<file path="config.mk">
export PLATFORM = sky130hd
export DESIGN_NAME = gap_coalescing_delta_hunk_encoder
export DESIGN_NICKNAME = d
export VERILOG_FILES = /design/src/hdl/gcdh_pkg.sv /design/src/hdl/gcdh_front.sv /design/src/hdl/gcdh_queue.sv /design/src/hdl/gcdh_back.sv /design/src/hdl/gap_coalescing_delta_hunk_encoder.sv
export VERILOG_INCLUDE_DIRS = /design/src /design/src/hdl
export SDC_FILE = /design/constraint.sdc
export NUM_CORES = 1
export LEC_CHECK = 0
export BUFFER_PORTS_ARGS = -buffer_cell sky130_fd_sc_hd__buf_2
export CAP_MARGIN = 20
export CORE_UTILIZATION = 55
export CTS_CLUSTER_DIAMETER = 60
export DETAILED_ROUTE_END_ITERATION = 16
export PLACE_DENSITY_LB_ADDON = 0.1
export SKIP_LAST_GASP = 1
export SLEW_MARGIN = 20
export SYNTH_ARGS = -nofsm -noshare
export SYNTH_HDL_FRONTEND = slang
export SYNTH_SLANG_ARGS = --single-unit
</file>
<file path="constraint.sdc">
create_clock -name clock -period 15.76 [get_ports clock]
set_clock_uncertainty 0.1 [all_clocks]
set_input_delay 3.152 -clock clock [delete_from_list [all_inputs] [get_ports clock]]
set_output_delay 3.152 -clock clock [all_outputs]
set_load 0.05 [all_outputs]
</file>
<file path="src/hdl/assert_macros.svh">
// ---------------------------------------------------------------------------
// Assertion helpers shared by the hunk encoder modules.
// Every check is sampled on the rising edge of clock and ignored in reset.
// ---------------------------------------------------------------------------
`ifndef ASSERT_MACROS_SVH
`define ASSERT_MACROS_SVH

// Property must hold at every sampled edge.
`define GCDH_ASSERT(label, prop, msg) \
   label: assert property (@(posedge clock) disable iff (reset) prop) \
      else $error(msg);

// Expression must never be true at a sampled edge.
`define GCDH_ASSERT_NEVER(label, expr, msg) \
   label: assert property (@(posedge clock) disable iff (reset) !(expr)) \
      else $error(msg);

`endif

</file>
<file path="src/hdl/gcdh_pkg.sv">
// ---------------------------------------------------------------------------
// gcdh_pkg
// Shared types and constants of the gap coalescing delta hunk encoder:
// record kinds and the command that the front end hands to the back end.
// ---------------------------------------------------------------------------
`default_nettype none

package gcdh_pkg;

   localparam int VAL_W       = 64;
   localparam int OFF_W       = 16;
   // Slot and flush count fields cover the largest supported gap (8).
   localparam int SLOT_W      = 3;
   // Up to gap + 1 records per transaction.
   localparam int CNT_W       = 4;
   localparam int QUEUE_DEPTH = 4;
   localparam int QPTR_W      = 2;
   localparam int QCNT_W      = 3;

   typedef enum logic [1:0] {
      KIND_COMMON = 2'd0,
      KIND_FWD    = 2'd1,
      KIND_REV    = 2'd2,
      KIND_CLOSE  = 2'd3
   } kind_type;

   // Records of one command go out in this order:
   // hunk close, flushed pending pairs, element, final end marker.
   typedef struct packed {
      logic [CNT_W-1:0]  rec_cnt;
      logic              close_first;
      logic [SLOT_W-1:0] flush_cnt;
      logic              elem;
      kind_type          elem_kind;
      logic              elem_start;
      logic              fin;
      logic              store;
      logic [SLOT_W-1:0] store_slot;
      logic              ovf;
      logic [OFF_W-1:0]  offset;
      logic [VAL_W-1:0]  fwd_value;
      logic [VAL_W-1:0]  rev_value;
   } cmd_type;

endpackage

`default_nettype wire

</file>
<file path="src/hdl/gcdh_front.sv">
// ---------------------------------------------------------------------------
// gcdh_front
// Accepts element pairs, compares them, tracks hunk and tail phase and
// turns each transaction into at most one command for the record sequencer.
// ---------------------------------------------------------------------------
`default_nettype none
`include "assert_macros.svh"

module gcdh_front #(
   parameter int MAX_ELEMENTS = 65536,
   parameter int GAP          = 4
) (
   input  logic                 clock,
   input  logic                 reset,
   input  logic                 req_valid,
   output logic                 req_ready,
   input  logic [63:0]          req_old_value,
   input  logic [63:0]          req_new_value,
   input  logic                 req_has_old,
   input  logic                 req_has_new,
   input  logic                 req_final_item,
   input  logic                 q_full,
   output logic                 cmd_push,
   output gcdh_pkg::cmd_type    cmd
);
   import gcdh_pkg::*;

   localparam int IDX_W  = $clog2(MAX_ELEMENTS + 1);
   localparam int PEND_W = (GAP > 1) ? $clog2(GAP) : 1;
   localparam logic [IDX_W-1:0]  IDX_MAX   = IDX_W'(MAX_ELEMENTS);
   localparam logic [IDX_W-1:0]  IDX_SAT   = IDX_W'(MAX_ELEMENTS - 1);
   localparam logic [PEND_W-1:0] PEND_LAST = PEND_W'(GAP - 1);

   typedef enum logic [1:0] {
      PH_COMMON,
      PH_FWD,
      PH_REV,
      PH_DRAINED
   } phase_type;

   phase_type          phase_ff, phase_in;
   logic               hunk_open_ff, hunk_open_in;
   logic [PEND_W-1:0]  pend_cnt_ff, pend_cnt_in;
   logic [IDX_W-1:0]   index_ff, index_in;

   logic               accept;
   logic               advance;
   logic               values_equal;
   logic               tail_present;
   logic [IDX_W-1:0]   off_sat;

   function automatic logic dbl_equal(input logic [63:0] a, input logic [63:0] b);
      logic [62:0] ma;
      logic [62:0] mb;
      logic        nan_any;
      ma      = a[62:0];
      mb      = b[62:0];
      nan_any = (ma > {11'h7FF, 52'h0}) || (mb > {11'h7FF, 52'h0});
      return !nan_any && (((ma == '0) && (mb == '0)) || (a == b));
   endfunction

   assign req_ready    = !q_full;
   assign accept       = req_valid && req_ready;
   assign values_equal = dbl_equal(req_old_value, req_new_value);
   assign off_sat      = (index_ff > IDX_SAT) ? IDX_SAT : index_ff;

   always_comb begin
      phase_in        = phase_ff;
      hunk_open_in    = hunk_open_ff;
      pend_cnt_in     = pend_cnt_ff;
      advance         = 1'b0;
      cmd.close_first = 1'b0;
      cmd.flush_cnt   = '0;
      cmd.elem        = 1'b0;
      cmd.elem_kind   = KIND_COMMON;
      cmd.elem_start  = 1'b0;
      cmd.store       = 1'b0;
      cmd.store_slot  = SLOT_W'(pend_cnt_ff);
      cmd.fwd_value   = req_new_value;
      cmd.rev_value   = req_old_value;
      cmd.fin         = req_final_item;
      cmd.ovf         = (index_ff == IDX_MAX);
      cmd.offset      = OFF_W'(off_sat);

      if (phase_ff == PH_COMMON) begin
         if (req_has_old && req_has_new) begin
            advance = 1'b1;
            if (!values_equal) begin
               cmd.elem = 1'b1;
               if (hunk_open_ff) begin
                  // flush the held equal pairs into the open hunk
                  cmd.flush_cnt = SLOT_W'(pend_cnt_ff);
                  pend_cnt_in   = '0;
               end else begin
                  cmd.elem_start = 1'b1;
                  hunk_open_in   = 1'b1;
               end
            end else if (hunk_open_ff) begin
               if (pend_cnt_ff == PEND_LAST) begin
                  // gap reached: close and drop the held pairs
                  cmd.close_first = 1'b1;
                  hunk_open_in    = 1'b0;
                  pend_cnt_in     = '0;
               end else begin
                  cmd.store   = 1'b1;
                  pend_cnt_in = pend_cnt_ff + PEND_W'(1);
               end
            end
         end else begin
            cmd.close_first = hunk_open_ff;
            hunk_open_in    = 1'b0;
            pend_cnt_in     = '0;
            phase_in        = req_has_new ? PH_FWD : (req_has_old ? PH_REV : PH_DRAINED);
         end
      end

      // take the tail side from the phase chosen above, before it can drain
      tail_present = (phase_in == PH_FWD) ? req_has_new : req_has_old;

      if ((phase_in == PH_FWD) || (phase_in == PH_REV)) begin
         if (tail_present) begin
            cmd.elem       = 1'b1;
            cmd.elem_start = !hunk_open_in;
            hunk_open_in   = 1'b1;
            advance        = 1'b1;
            if (phase_in == PH_FWD) begin
               cmd.elem_kind = KIND_FWD;
               cmd.rev_value = '0;
            end else begin
               cmd.elem_kind = KIND_REV;
               cmd.fwd_value = '0;
            end
         end else begin
            cmd.close_first = hunk_open_in;
            hunk_open_in    = 1'b0;
            pend_cnt_in     = '0;
            phase_in        = PH_DRAINED;
         end
      end

      index_in = (advance && (index_ff != IDX_MAX)) ? index_ff + IDX_W'(1) : index_ff;

      if (req_final_item) begin
         // end of diff: return to the idle common state
         phase_in     = PH_COMMON;
         hunk_open_in = 1'b0;
         pend_cnt_in  = '0;
         index_in     = '0;
      end

      cmd.rec_cnt = CNT_W'(cmd.close_first) + CNT_W'(cmd.flush_cnt)
                  + CNT_W'(cmd.elem) + CNT_W'(cmd.fin);
   end

   // drop commands that neither emit nor store anything
   assign cmd_push = accept && ((cmd.rec_cnt != '0) || cmd.store);

   always_ff @(posedge clock) begin
      if (reset) begin
         phase_ff     <= PH_COMMON;
         hunk_open_ff <= 1'b0;
         pend_cnt_ff  <= '0;
         index_ff     <= '0;
      end else if (accept) begin
         phase_ff     <= phase_in;
         hunk_open_ff <= hunk_open_in;
         pend_cnt_ff  <= pend_cnt_in;
         index_ff     <= index_in;
      end
   end

   `GCDH_ASSERT(a_pend_needs_hunk, !hunk_open_ff |-> (pend_cnt_ff == '0), "held pairs, no hunk")
   `GCDH_ASSERT(a_pend_common, (phase_ff != PH_COMMON) |-> (pend_cnt_ff == '0), "tail holds pairs")

endmodule

`default_nettype wire

</file>
<file path="src/hdl/gcdh_queue.sv">
// ---------------------------------------------------------------------------
// gcdh_queue
// Short command queue between the front end and the record sequencer.
// ---------------------------------------------------------------------------
`default_nettype none
`include "assert_macros.svh"

module gcdh_queue (
   input  logic                 clock,
   input  logic                 reset,
   input  logic                 push,
   input  gcdh_pkg::cmd_type    push_data,
   input  logic                 pop,
   output gcdh_pkg::cmd_type    head,
   output logic                 head_valid,
   output logic                 full
);
   import gcdh_pkg::*;

   cmd_type             mem_ff [QUEUE_DEPTH];
   logic [QPTR_W-1:0]   wr_ptr_ff, wr_ptr_in;
   logic [QPTR_W-1:0]   rd_ptr_ff, rd_ptr_in;
   logic [QCNT_W-1:0]   count_ff, count_in;

   assign head       = mem_ff[rd_ptr_ff];
   assign head_valid = (count_ff != '0);
   assign full       = (count_ff == QCNT_W'(QUEUE_DEPTH));

   always_comb begin
      wr_ptr_in = push ? wr_ptr_ff + QPTR_W'(1) : wr_ptr_ff;
      rd_ptr_in = pop  ? rd_ptr_ff + QPTR_W'(1) : rd_ptr_ff;
      count_in  = count_ff + QCNT_W'(push) - QCNT_W'(pop);
   end

   always_ff @(posedge clock) begin
      if (reset) begin
         wr_ptr_ff <= '0;
         rd_ptr_ff <= '0;
         count_ff  <= '0;
      end else begin
         wr_ptr_ff <= wr_ptr_in;
         rd_ptr_ff <= rd_ptr_in;
         count_ff  <= count_in;
      end
   end

   always_ff @(posedge clock) begin
      if (push) begin
         mem_ff[wr_ptr_ff] <= push_data;
      end
   end

   `GCDH_ASSERT_NEVER(a_no_overflow, push && full && !pop, "command pushed into full queue")

endmodule

`default_nettype wire

</file>
<file path="src/hdl/gcdh_back.sv">
// ---------------------------------------------------------------------------
// gcdh_back
// Record sequencer: expands the head command into result records (one per
// cycle unless stalled), keeps held equal pairs, drives the result register.
// ---------------------------------------------------------------------------
`default_nettype none
`include "assert_macros.svh"

module gcdh_back #(
   parameter int GAP = 4
) (
   input  logic                 clock,
   input  logic                 reset,
   input  gcdh_pkg::cmd_type    head,
   input  logic                 head_valid,
   output logic                 pop,
   output logic                 rsp_valid,
   input  logic                 rsp_ready,
   output logic [1:0]           rsp_record_kind,
   output logic [15:0]          rsp_offset,
   output logic [63:0]          rsp_forward_value,
   output logic [63:0]          rsp_reverse_value,
   output logic                 rsp_hunk_start,
   output logic                 rsp_index_overflow,
   output logic                 rsp_last,
   output logic                 rsp_stream_done
);
   import gcdh_pkg::*;

   localparam int PEND_DEPTH = (GAP > 1) ? GAP - 1 : 1;
   localparam int BUF_IW     = (PEND_DEPTH > 1) ? $clog2(PEND_DEPTH) : 1;

   logic [VAL_W-1:0]  buf_old_ff [PEND_DEPTH];
   logic [VAL_W-1:0]  buf_new_ff [PEND_DEPTH];
   logic [CNT_W-1:0]  rec_k_ff;
   logic              rsp_valid_ff;
   kind_type          rsp_kind_ff;
   logic [OFF_W-1:0]  rsp_offset_ff;
   logic [VAL_W-1:0]  rsp_fwd_ff;
   logic [VAL_W-1:0]  rsp_rev_ff;
   logic              rsp_start_ff;
   logic              rsp_ovf_ff;
   logic              rsp_last_ff;
   logic              rsp_done_ff;

   logic              out_free;
   logic              null_cmd;
   logic              fire;
   logic              is_last_rec;
   logic [CNT_W-1:0]  close_end;
   logic [CNT_W-1:0]  flush_end;
   logic [CNT_W-1:0]  flush_j;
   logic [CNT_W-1:0]  flush_dist;
   logic [BUF_IW-1:0] rd_idx;
   logic              in_close;
   logic              in_flush;
   logic              in_elem;

   kind_type          rec_kind;
   logic [OFF_W-1:0]  rec_off;
   logic [VAL_W-1:0]  rec_fwd;
   logic [VAL_W-1:0]  rec_rev;
   logic              rec_start;
   logic              rec_done;

   assign out_free    = !rsp_valid_ff || rsp_ready;
   assign null_cmd    = (head.rec_cnt == '0);
   assign fire        = head_valid && !null_cmd && out_free;
   assign is_last_rec = (rec_k_ff == head.rec_cnt - CNT_W'(1));
   assign pop         = head_valid && (null_cmd || (out_free && is_last_rec));

   assign close_end  = CNT_W'(head.close_first);
   assign flush_end  = close_end + CNT_W'(head.flush_cnt);
   assign flush_j    = rec_k_ff - close_end;
   assign flush_dist = CNT_W'(head.flush_cnt) - flush_j;
   assign rd_idx     = flush_j[BUF_IW-1:0];
   assign in_close   = (rec_k_ff < close_end);
   assign in_flush   = !in_close && (rec_k_ff < flush_end);
   assign in_elem    = !in_close && !in_flush && head.elem && (rec_k_ff == flush_end);

   always_comb begin
      rec_kind  = KIND_CLOSE;
      rec_off   = '0;
      rec_fwd   = '0;
      rec_rev   = '0;
      rec_start = 1'b0;
      rec_done  = 1'b0;
      priority if (in_close) begin
         rec_kind = KIND_CLOSE;
      end else if (in_flush) begin
         // held pair sits flush_dist elements behind the current one
         rec_kind = KIND_COMMON;
         rec_off  = head.offset - OFF_W'(flush_dist);
         rec_fwd  = buf_new_ff[rd_idx];
         rec_rev  = buf_old_ff[rd_idx];
      end else if (in_elem) begin
         rec_kind  = head.elem_kind;
         rec_off   = head.offset;
         rec_fwd   = head.fwd_value;
         rec_rev   = head.rev_value;
         rec_start = head.elem_start;
      end else begin
         rec_kind = KIND_CLOSE;
         rec_done = 1'b1;
      end
   end

   always_ff @(posedge clock) begin
      if (reset) begin
         rsp_valid_ff <= 1'b0;
         rec_k_ff     <= '0;
      end else begin
         if (fire) begin
            rsp_valid_ff <= 1'b1;
            rec_k_ff     <= is_last_rec ? '0 : rec_k_ff + CNT_W'(1);
         end else if (rsp_ready) begin
            rsp_valid_ff <= 1'b0;
         end
      end
   end

   always_ff @(posedge clock) begin
      if (fire) begin
         rsp_kind_ff   <= rec_kind;
         rsp_offset_ff <= rec_off;
         rsp_fwd_ff    <= rec_fwd;
         rsp_rev_ff    <= rec_rev;
         rsp_start_ff  <= rec_start;
         rsp_ovf_ff    <= head.ovf;
         rsp_last_ff   <= is_last_rec;
         rsp_done_ff   <= rec_done;
      end
      if (pop && head.store) begin
         buf_old_ff[head.store_slot[BUF_IW-1:0]] <= head.rev_value;
         buf_new_ff[head.store_slot[BUF_IW-1:0]] <= head.fwd_value;
      end
   end

   assign rsp_valid          = rsp_valid_ff;
   assign rsp_record_kind    = rsp_kind_ff;
   assign rsp_offset         = rsp_offset_ff;
   assign rsp_forward_value  = rsp_fwd_ff;
   assign rsp_reverse_value  = rsp_rev_ff;
   assign rsp_hunk_start     = rsp_start_ff;
   assign rsp_index_overflow = rsp_ovf_ff;
   assign rsp_last           = rsp_last_ff;
   assign rsp_stream_done    = rsp_done_ff;

   `GCDH_ASSERT(a_step_in_range, (head_valid && !null_cmd) |-> (rec_k_ff < head.rec_cnt), "record step past command")
   `GCDH_ASSERT(a_step_needs_head, (rec_k_ff != '0) |-> head_valid, "record step without command")
   `GCDH_ASSERT(a_done_is_last, (rsp_valid_ff && rsp_done_ff) |-> (rsp_last_ff && (rsp_kind_ff == KIND_CLOSE)), "end marker not last close")

endmodule

`default_nettype wire

</file>
<file path="src/hdl/gap_coalescing_delta_hunk_encoder.sv">
// A transaction's first record passes the command queue and result register before
// it is offered. The record sequencer emits one record per cycle unless stalled; a
// transaction has at most GAP + 1 records; one only storing a pending pair has none.
// Single-record transactions stream one per cycle unless stalled; a four-entry command
// queue absorbs bursts. Reset is synchronous: it empties the queue and result register.
// ---------------------------------------------------------------------------
// gap_coalescing_delta_hunk_encoder
// Compares two double arrays element by element and emits delta hunks with
// short equal runs merged, plus forward and reverse tail hunks.
// ---------------------------------------------------------------------------
`default_nettype none

module gap_coalescing_delta_hunk_encoder #(
   parameter int MAX_ELEMENTS = 65536,
   parameter int GAP          = 4
) (
   input  logic          clock,
   input  logic          reset,
   input  logic          req_valid,
   output logic          req_ready,
   input  logic [63:0]   req_old_value,
   input  logic [63:0]   req_new_value,
   input  logic          req_has_old,
   input  logic          req_has_new,
   input  logic          req_final_item,
   output logic          rsp_valid,
   input  logic          rsp_ready,
   output logic [1:0]    rsp_record_kind,
   output logic [15:0]   rsp_offset,
   output logic [63:0]   rsp_forward_value,
   output logic [63:0]   rsp_reverse_value,
   output logic          rsp_hunk_start,
   output logic          rsp_index_overflow,
   output logic          rsp_last,
   output logic          rsp_stream_done
);
   import gcdh_pkg::*;

   cmd_type   push_cmd;
   cmd_type   head_cmd;
   logic      cmd_push;
   logic      cmd_pop;
   logic      q_full;
   logic      head_valid;

   gcdh_front #(
      .MAX_ELEMENTS (MAX_ELEMENTS),
      .GAP          (GAP)
   ) u_front (
      .clock          (clock),
      .reset          (reset),
      .req_valid      (req_valid),
      .req_ready      (req_ready),
      .req_old_value  (req_old_value),
      .req_new_value  (req_new_value),
      .req_has_old    (req_has_old),
      .req_has_new    (req_has_new),
      .req_final_item (req_final_item),
      .q_full         (q_full),
      .cmd_push       (cmd_push),
      .cmd            (push_cmd)
   );

   gcdh_queue u_queue (
      .clock      (clock),
      .reset      (reset),
      .push       (cmd_push),
      .push_data  (push_cmd),
      .pop        (cmd_pop),
      .head       (head_cmd),
      .head_valid (head_valid),
      .full       (q_full)
   );

   gcdh_back #(
      .GAP (GAP)
   ) u_back (
      .clock              (clock),
      .reset              (reset),
      .head               (head_cmd),
      .head_valid         (head_valid),
      .pop                (cmd_pop),
      .rsp_valid          (rsp_valid),
      .rsp_ready          (rsp_ready),
      .rsp_record_kind    (rsp_record_kind),
      .rsp_offset         (rsp_offset),
      .rsp_forward_value  (rsp_forward_value),
      .rsp_reverse_value  (rsp_reverse_value),
      .rsp_hunk_start     (rsp_hunk_start),
      .rsp_index_overflow (rsp_index_overflow),
      .rsp_last           (rsp_last),
      .rsp_stream_done    (rsp_stream_done)
   );

endmodule

`default_nettype wire
</file>
==> results of run 1 <==
## kinds of logic after synthesis
group / synth area share (%)
muxes: 10.2
and+or+nand+nor: 6.70
buffers and inverters: 1.39
xor gates and xnor gates: 1.77
DFF: 75.0
adders and majority gates: 0.946
AOI/OAI and AO/OA: 3.92
## cell usage in the layout, fill, tap and decap left out, drive strengths merged, types with 4 or more instances in the layout
master / Yosys / final
a211oi: 4 / 4
a21o: 4 / 4
a21oi: 154 / 154
and2: 73 / 73
buf: 38 / 313
bufinv: 0 / 6
clkbuf: 92 / 165
clkinv: 1 / 45
dfxtp: 36 / 36
diode: 0 / 20
edfxtp: 1166 / 1166
fa: 5 / 5
ha: 28 / 28
inv: 38 / 50
mux2i: 129 / 129
mux4: 158 / 158
nand2: 172 / 172
nand2b: 6 / 6
nand3: 13 / 13
nand4: 24 / 24
nor2: 176 / 176
nor2b: 72 / 72
nor3: 7 / 7
nor3b: 4 / 4
nor4: 59 / 59
o21ai: 163 / 163
o21bai: 4 / 4
or2: 13 / 13
or3: 9 / 9
xnor2: 22 / 22
xor2: 74 / 74
## sequential cells by signal, indices dropped and copies added (netlist names), named ones only
signal and cells:
u_back.rsp_hunk_start 1, u_back.rsp_valid 1, u_back.rsp_stream_done 1, u_front.index_ff 17
u_front.phase_ff 2, u_front.hunk_open_ff 1, u_queue.rd_ptr_ff 2, u_back.rsp_index_overflow 1
u_back.rsp_reverse_value 64, u_queue.count_ff 3, u_back.rec_k_ff 4, u_back.buf_old_ff 192
u_back.rsp_record_kind 2, u_back.rsp_forward_value 64, u_queue.mem_ff 632, u_queue.wr_ptr_ff 2
u_back.buf_new_ff 192, u_front.pend_cnt_ff 2, u_back.rsp_last 1, u_back.rsp_offset 16
## worst register-to-register path, cell delays in order, from the launching register on
cell,delay [ps]
dfxtp_1,380
nor2_1,70
nor2_1,140
ha_1,300
a211oi_1,670
nor2_1,70
a2111oi_0,410
buf_4,210
fa_1,430
ha_1,210
fa_1,610
nor3_1,130
a21oi_1,410
and2_4,860
buf_12,620
## stage by stage
step	utilization (%)	area, um2	setup slack [ps]
after global routing	63.7	54400	6270
final	63.8	54500	6440
after global placement	58.9	50300	5500
after floorplan	-	47600	1940
after detailed placement	58.9	50300	5630
after CTS	63.7	54400	6420
## metal layers
| layer | global-route usage, % | vias up | share of wire, % |
|---|---|---|---|
| li1 | - | 11500 | - |
| met3 | 6.10 | 233 | 7.6 |
| met4 | 10.4 | 26 | 3.4 |
| met1 | 35.2 | 13300 | 40 |
| met2 | 42.5 | 907 | 49 |
| met5 | 0 | - | 0.14 |
## cell type report
cell class / count / area (um2) / share of cell area (%)
inverters: 39 / 159 / 0.292
clock buffers: 165 / 3510 / 6.44
well taps: 1144 / 1430 / 2.63
multi-input cells: 1410 / 11300 / 20.7
clock inverters: 64 / 546 / 1.00
repair buffers: 313 / 1730 / 3.18
diodes: 20 / 50.0 / 0.0919
flip-flops and latches: 1202 / 35700 / 65.6
## worst max path at each step
stage                       from                                end  slack [ps]  depth (start not counted)
6_report       req_old_value[34]    u_queue.mem_ff[0][87]$_DFFE_PP_        6440                         16
5_1_grt         req_new_value[0]    u_queue.mem_ff[0][48]$_DFFE_PP_        6270                         16
4_1_cts        req_old_value[34]    u_queue.mem_ff[1][94]$_DFFE_PP_        6420                         16
3_5_place_dp   req_old_value[34]    u_queue.mem_ff[1][87]$_DFFE_PP_        5630                         16
3_3_place_gp    req_new_value[0]    u_queue.mem_ff[1][93]$_DFFE_PP_        5500                         16
2_1_floorplan          rsp_ready  u_back.buf_new_ff[1][0]$_DFFE_PP_        1940                          5
## power breakdown
part	leakage [uW]	total, uW	switching [uW]	internal (uW)
sequential	0.0109	4460	129	4330
clock	0.00199	2900	1220	1680
combinational	0.00527	3620	2600	1020
total	0.0182	11000	3950	7040
==> results_dict.tcl, run 1 <==
set metrics [dict create \
    status "completed" \
    cts_tree "built" \
    critPathBufInv 3 \
    ys_seq_elements 1202 \
    clock_latency_ps 730 \
    final_cells 4357 \
    drv_slew 0 \
    io_pins 287 \
    cp_slowest_cell "and2_4" \
    critical_path_required_ps 16010 \
    worstReg2RegEnd "u_queue.mem_ff[0][87]$_DFFE_PP_" \
    ys_types 65 \
    gr-total-overflow 0 \
    synth_seq_area_share_pct 75.0 \
    power_uw 11000 \
    hold_path_depth 2 \
    synth_largest_area_cell "edfxtp_1" \
    maxSlewHeadroom_pct 25.7 \
    fmax_ghz 0.107 \
    synth_area_per_cell_um2 17.1 \
    placedCellCount 4107 \
    wl_per_cell_um 26.4 \
    vias_per_cell 5.94 \
    cts_resized 0 \
    grt_pass1_vias 25500 \
    synthCells 2781 \
    dr_total_vias 25900 \
    dp_hpwl_um 71500 \
    hold_viol 0 \
    synth_top_area_share_pct 73.5 \
    synth_area_leaders "edfxtp_1 74%, mux4_2 7.2%, mux2i_1 2.7%" \
    grt_pass1_wl_um 167000 \
    numCtsBuffers 130 \
    arrival_ps 9570 \
    synth_ff_type "edfxtp_1" \
    htreeDepth 4 \
    fillers 6105 \
    synth_most_common_cell "edfxtp_1" \
    synth_edf_count 1166 \
    final_nets 3264 \
    dieArea_um2 87800 \
    syn_to_final_growth_pct 14.4 \
    synth-async-reset-ratio_pct 0 \
    antenna_found_initial 31 \
    drc_errors 0 \
    start_kind "input port" \
    netlist_top_cells_count "1166 x edfxtp_1, 175 x nor2_1, 172 x nand2_1" \
    place_congestion 0.875 \
    cts-root-buf "clkbuf_16" \
    die_height_um 296 \
    postCtsSetupBuffers 0 \
    setup_viol 0 \
    fin_crit_sh_pct 59.2 \
    syn-num-nets 2949 \
    hold_class "reg2reg" \
    clk_transition_reported_paths_ps 60 \
    period_minus_slack_ps 9320 \
    die_x_um 296 \
    critPathCaptureType "flip-flop" \
    rsz0062_at_grt "false" \
    drt_iter0_markers 2246 \
    powerDensity_nw_per_um2 202 \
    drt_wl_total_um 115000 \
    coreArea_um2 85400 \
    critical_path_class "in2reg" \
    max_stage_delay_ps 860 \
    path_cells "buf_2 -> xor2_1 -> nor4_1 -> nand4_1 -> nor4_2 -> o21a_1 -> a21oi_1 -> a2111oi_0 -> buf_4 -> fa_1 -> ha_1 -> fa_1 -> nor3_1 -> a21oi_1 -> and2_4 -> buf_12" \
    ys_warn_count 0 \
    critPathMaxFanout 105 \
    fin_setup_tns_ps 0 \
    track_usage_pct 26.4 \
    synth_area_um2 47600 \
    drt_first_pass_iters 5 \
    layout-drive-gt1-share_pct 21.5 \
    p_leak_uw 0.0182 \
    holdWs_ps 394 \
    ant_nets 0 \
    reg2reg_depth 14 \
    ff2ff_setup_slack_ps 9670 \
    io_buffers 286 \
    start_util_pct 55.7 \
    rows 107 \
    grt_max_degree 171 \
    r2r_start "u_front.phase_ff[0]$_SDFFE_PP0P_" \
    max_cap_viol_count 0 \
    clkSinkCount 1202 \
    peakVddDrop_v 0.000220 \
    cts_hold_buffers 0 \
    critical_path.top_delay_family "simple AND/OR/NAND/NOR gates" \
    clk_path_buf_depth 3 \
    min_from "u_queue.rd_ptr_ff[1]$_SDFFE_PP0P_" \
    worst_slew_pin_slew_ps 1110 \
]
Power figures use the tool's default switching activity.
==> run 2: changes to the inputs <==
ABC_AREA = 1   (was default)
clock period = 7.9 ns   (was 15.76 ns; I/O delays follow)
==> results_dict.tcl, run 2 <==
set metrics [dict create \
    cts-root-buf "clkbuf_16" \
    grt_max_degree 200 \
    worst_slew_pin_slew_ps 1080 \
    clk_transition_reported_paths_ps 50 \
    critPathMaxFanout 101 \
    powerDensity_nw_per_um2 424 \
    final_common_cell "edfxtp_1" \
    ys_types 50 \
    synth_edf_count 1166 \
    ys_seq_elements 1202 \
    holdWs_ps 378 \
    synth_most_common_cell "edfxtp_1" \
    io_pins 287 \
    drt_iter0_markers 3596 \
    syn-num-nets 4183 \
    largest_reg_flops 632 \
    dr_total_vias 32200 \
    max_cap_viol_count 0 \
    final_nets 4430 \
    fmax_ghz 0.165 \
    dieArea_um2 90400 \
    synth_area_per_cell_um2 12.2 \
    min_to "u_front.index_ff[0]$_SDFFE_PP0P_" \
    synth_largest_area_cell "edfxtp_1" \
    netlist_top_cells_count "1166 x edfxtp_1, 608 x nor2_1, 604 x nand2_1" \
    max_flop_register "u_queue.mem_ff" \
    hold_class "reg2reg" \
    place_area_um2 51600 \
    synth_area_leaders "edfxtp_1 71%, o21ai_0 5.5%, nor2_1 4.7%" \
    final_cells 5523 \
    grt_pass1_wl_um 190000 \
    hold_path_depth 1 \
    track_usage_pct 28.6 \
    cts_tree "built" \
    clock_power_share_pct 24.6 \
    fin_area_um2 55600 \
    drt_first_pass_iters 5 \
    ff2ff_setup_slack_ps 2040 \
    placedCellCount 5295 \
    rows 109 \
    synth_area_um2 49000 \
    place_congestion 0.918 \
    syn_to_final_growth_pct 13.4 \
    grt_pass1_vias 29600 \
    clkSinkCount 1202 \
    synth_top_area_share_pct 71.4 \
    status "completed" \
    cts_resized 0 \
    swShare_pct 39.1 \
    htreeDepth 4 \
    start_kind "input port" \
    layout_common_cells "1166 x edfxtp_1, 604 x nand2_1, 602 x nor2_1" \
    worstReg2RegEnd "u_back.rsp_offset[14]$_SDFFCE_PP0P_" \
    die_x_um 301 \
    fin_ws_ps 1820 \
    coreArea_um2 88400 \
    numCtsBuffers 130 \
    fin_util_pct 62.9 \
    min_from "u_front.index_ff[0]$_SDFFE_PP0P_" \
    drt_wl_total_um 130000 \
    layout-drive-gt1-share_pct 12.8 \
    drv_slew 0 \
    ys_warn_count 0 \
    ant_nets 0 \
    synth-async-reset-ratio_pct 0 \
    switchingPower_uw 9230 \
    multi_input_area_um2 11400 \
    hold_viol 0 \
    seqPwrFrac_pct 38.4 \
    arrival_ps 6300 \
    drc_errors 0 \
    die_height_um 301 \
    start_util_pct 55.5 \
    fin_crit_sh_pct 76.9 \
    critPathCaptureType "flip-flop" \
    seq_area_um2 35700 \
    p_leak_uw 0.0206 \
    clock_latency_ps 710 \
    critical_path_required_ps 8120 \
    postCtsSetupBuffers 0 \
    dp_hpwl_um 79300 \
    setup_viol 0 \
    pre_cts_ws_ps 1310 \
    synthCells 4015 \
    fillers 6829 \
    io_buffers 286 \
    maxSlewHeadroom_pct 28.3 \
    reg2reg_depth 16 \
    cts_hold_buffers 0 \
    p_comb_share_pct 37.0 \
    peakVddDrop_v 0.000536 \
    clk_path_buf_depth 3 \
    synth_seq_area_share_pct 72.9 \
    period_minus_slack_ps 6080 \
    critical_path_class "in2reg" \
    gr-total-overflow 0 \
    synth_ff_type "edfxtp_1" \
    vias_per_cell 5.83 \
    wl_per_cell_um 23.5 \
    rsz0062_at_grt "false" \
    internal_power_uw 14400 \
    antenna_found_initial 8 \
]
-- run 2: per-stage QoR --
step / total power (uW) / setup TNS [ps]
6_report: 23600 / 0
5_1_grt: 24700 / 0
4_1_cts: 23700 / 0
3_5_place_dp: 17900 / 0
3_3_place_gp: 17900 / 0
2_1_floorplan: 15200 / -948630
-- run 2: final cells by class --
cell class,count,share of cell area (%)
Sequential cell,1202,64.3
Multi-Input combinational cell,2304,20.4
Clock buffer,163,6.23
Timing Repair Buffer,326,3.34
Tap cell,1165,2.62
Inverter,298,2.05
Clock inverter,63,1.04
Antenna cell,2,0.00900
-- run 2: kinds of logic (layout without fill, tap and decap cells) --
family / Yosys count / after routing / synth area share (%)
simple gates: 1344 / 1344 / 10.9
xor+xnor: 28 / 28 / 0.515
buf+inv: 509 / 850 / 4.15
fa+ha+maj: 33 / 33 / 0.918
compound gates: 899 / 899 / 10.7
flops: 1202 / 1202 / 72.9
other cells: 0 / 2 / 0
-- run 2: routing by layer --
metal  share of wire (%)  GRT usage (%)
met2                  45           43.2
met3                 9.7           6.62
met4                 3.1           9.75
met5               0.041              0
met1                  42           41.1
-- run 2: how the worst max path moves through the flow --
stage | end | slack [ps] | depth (start not counted) | start
2_1_floorplan | u_back.buf_new_ff[1][0]$_DFFE_PP_ | -3630 | 6 | rsp_ready
3_3_place_gp | u_queue.mem_ff[1][84]$_DFFE_PP_ | 1390 | 23 | req_new_value[15]
3_5_place_dp | u_queue.mem_ff[1][84]$_DFFE_PP_ | 1310 | 23 | req_new_value[15]
4_1_cts | u_back.rsp_offset[14]$_SDFFCE_PP0P_ | 1990 | 16 | flip-flop
5_1_grt | u_queue.mem_ff[1][95]$_DFFE_PP_ | 1550 | 23 | req_old_value[48]
6_report | u_queue.mem_ff[1][84]$_DFFE_PP_ | 1820 | 23 | req_old_value[48]
-- run 2: power by group through the flow --
stage	clock network, uW	logic [uW]	registers, uW
finish	5810	8720	9060
global route	6120	9400	9140
global placement	0	8700	9170
detailed placement	0	8750	9190
CTS	5880	8790	9060
floorplan	0	4490	10700
-- run 2: worst max-delay path, stage by stage --
cell and delay (ps):
buf_2 110, inv_1 90, nand2_1 60, nor3_1 460
nand2_1 110, nor2_1 120, nand2_1 60, nor2_1 150
nand2_1 70, nand2_1 200, nand2_1 160, nand2_1 150
nand2_1 90, nand2_1 60, nand2_1 130, fa_1 490
ha_1 220, fa_1 600, nor3_1 80, nand2_1 160
nand2_1 270, nor2_4 230, buf_12 480
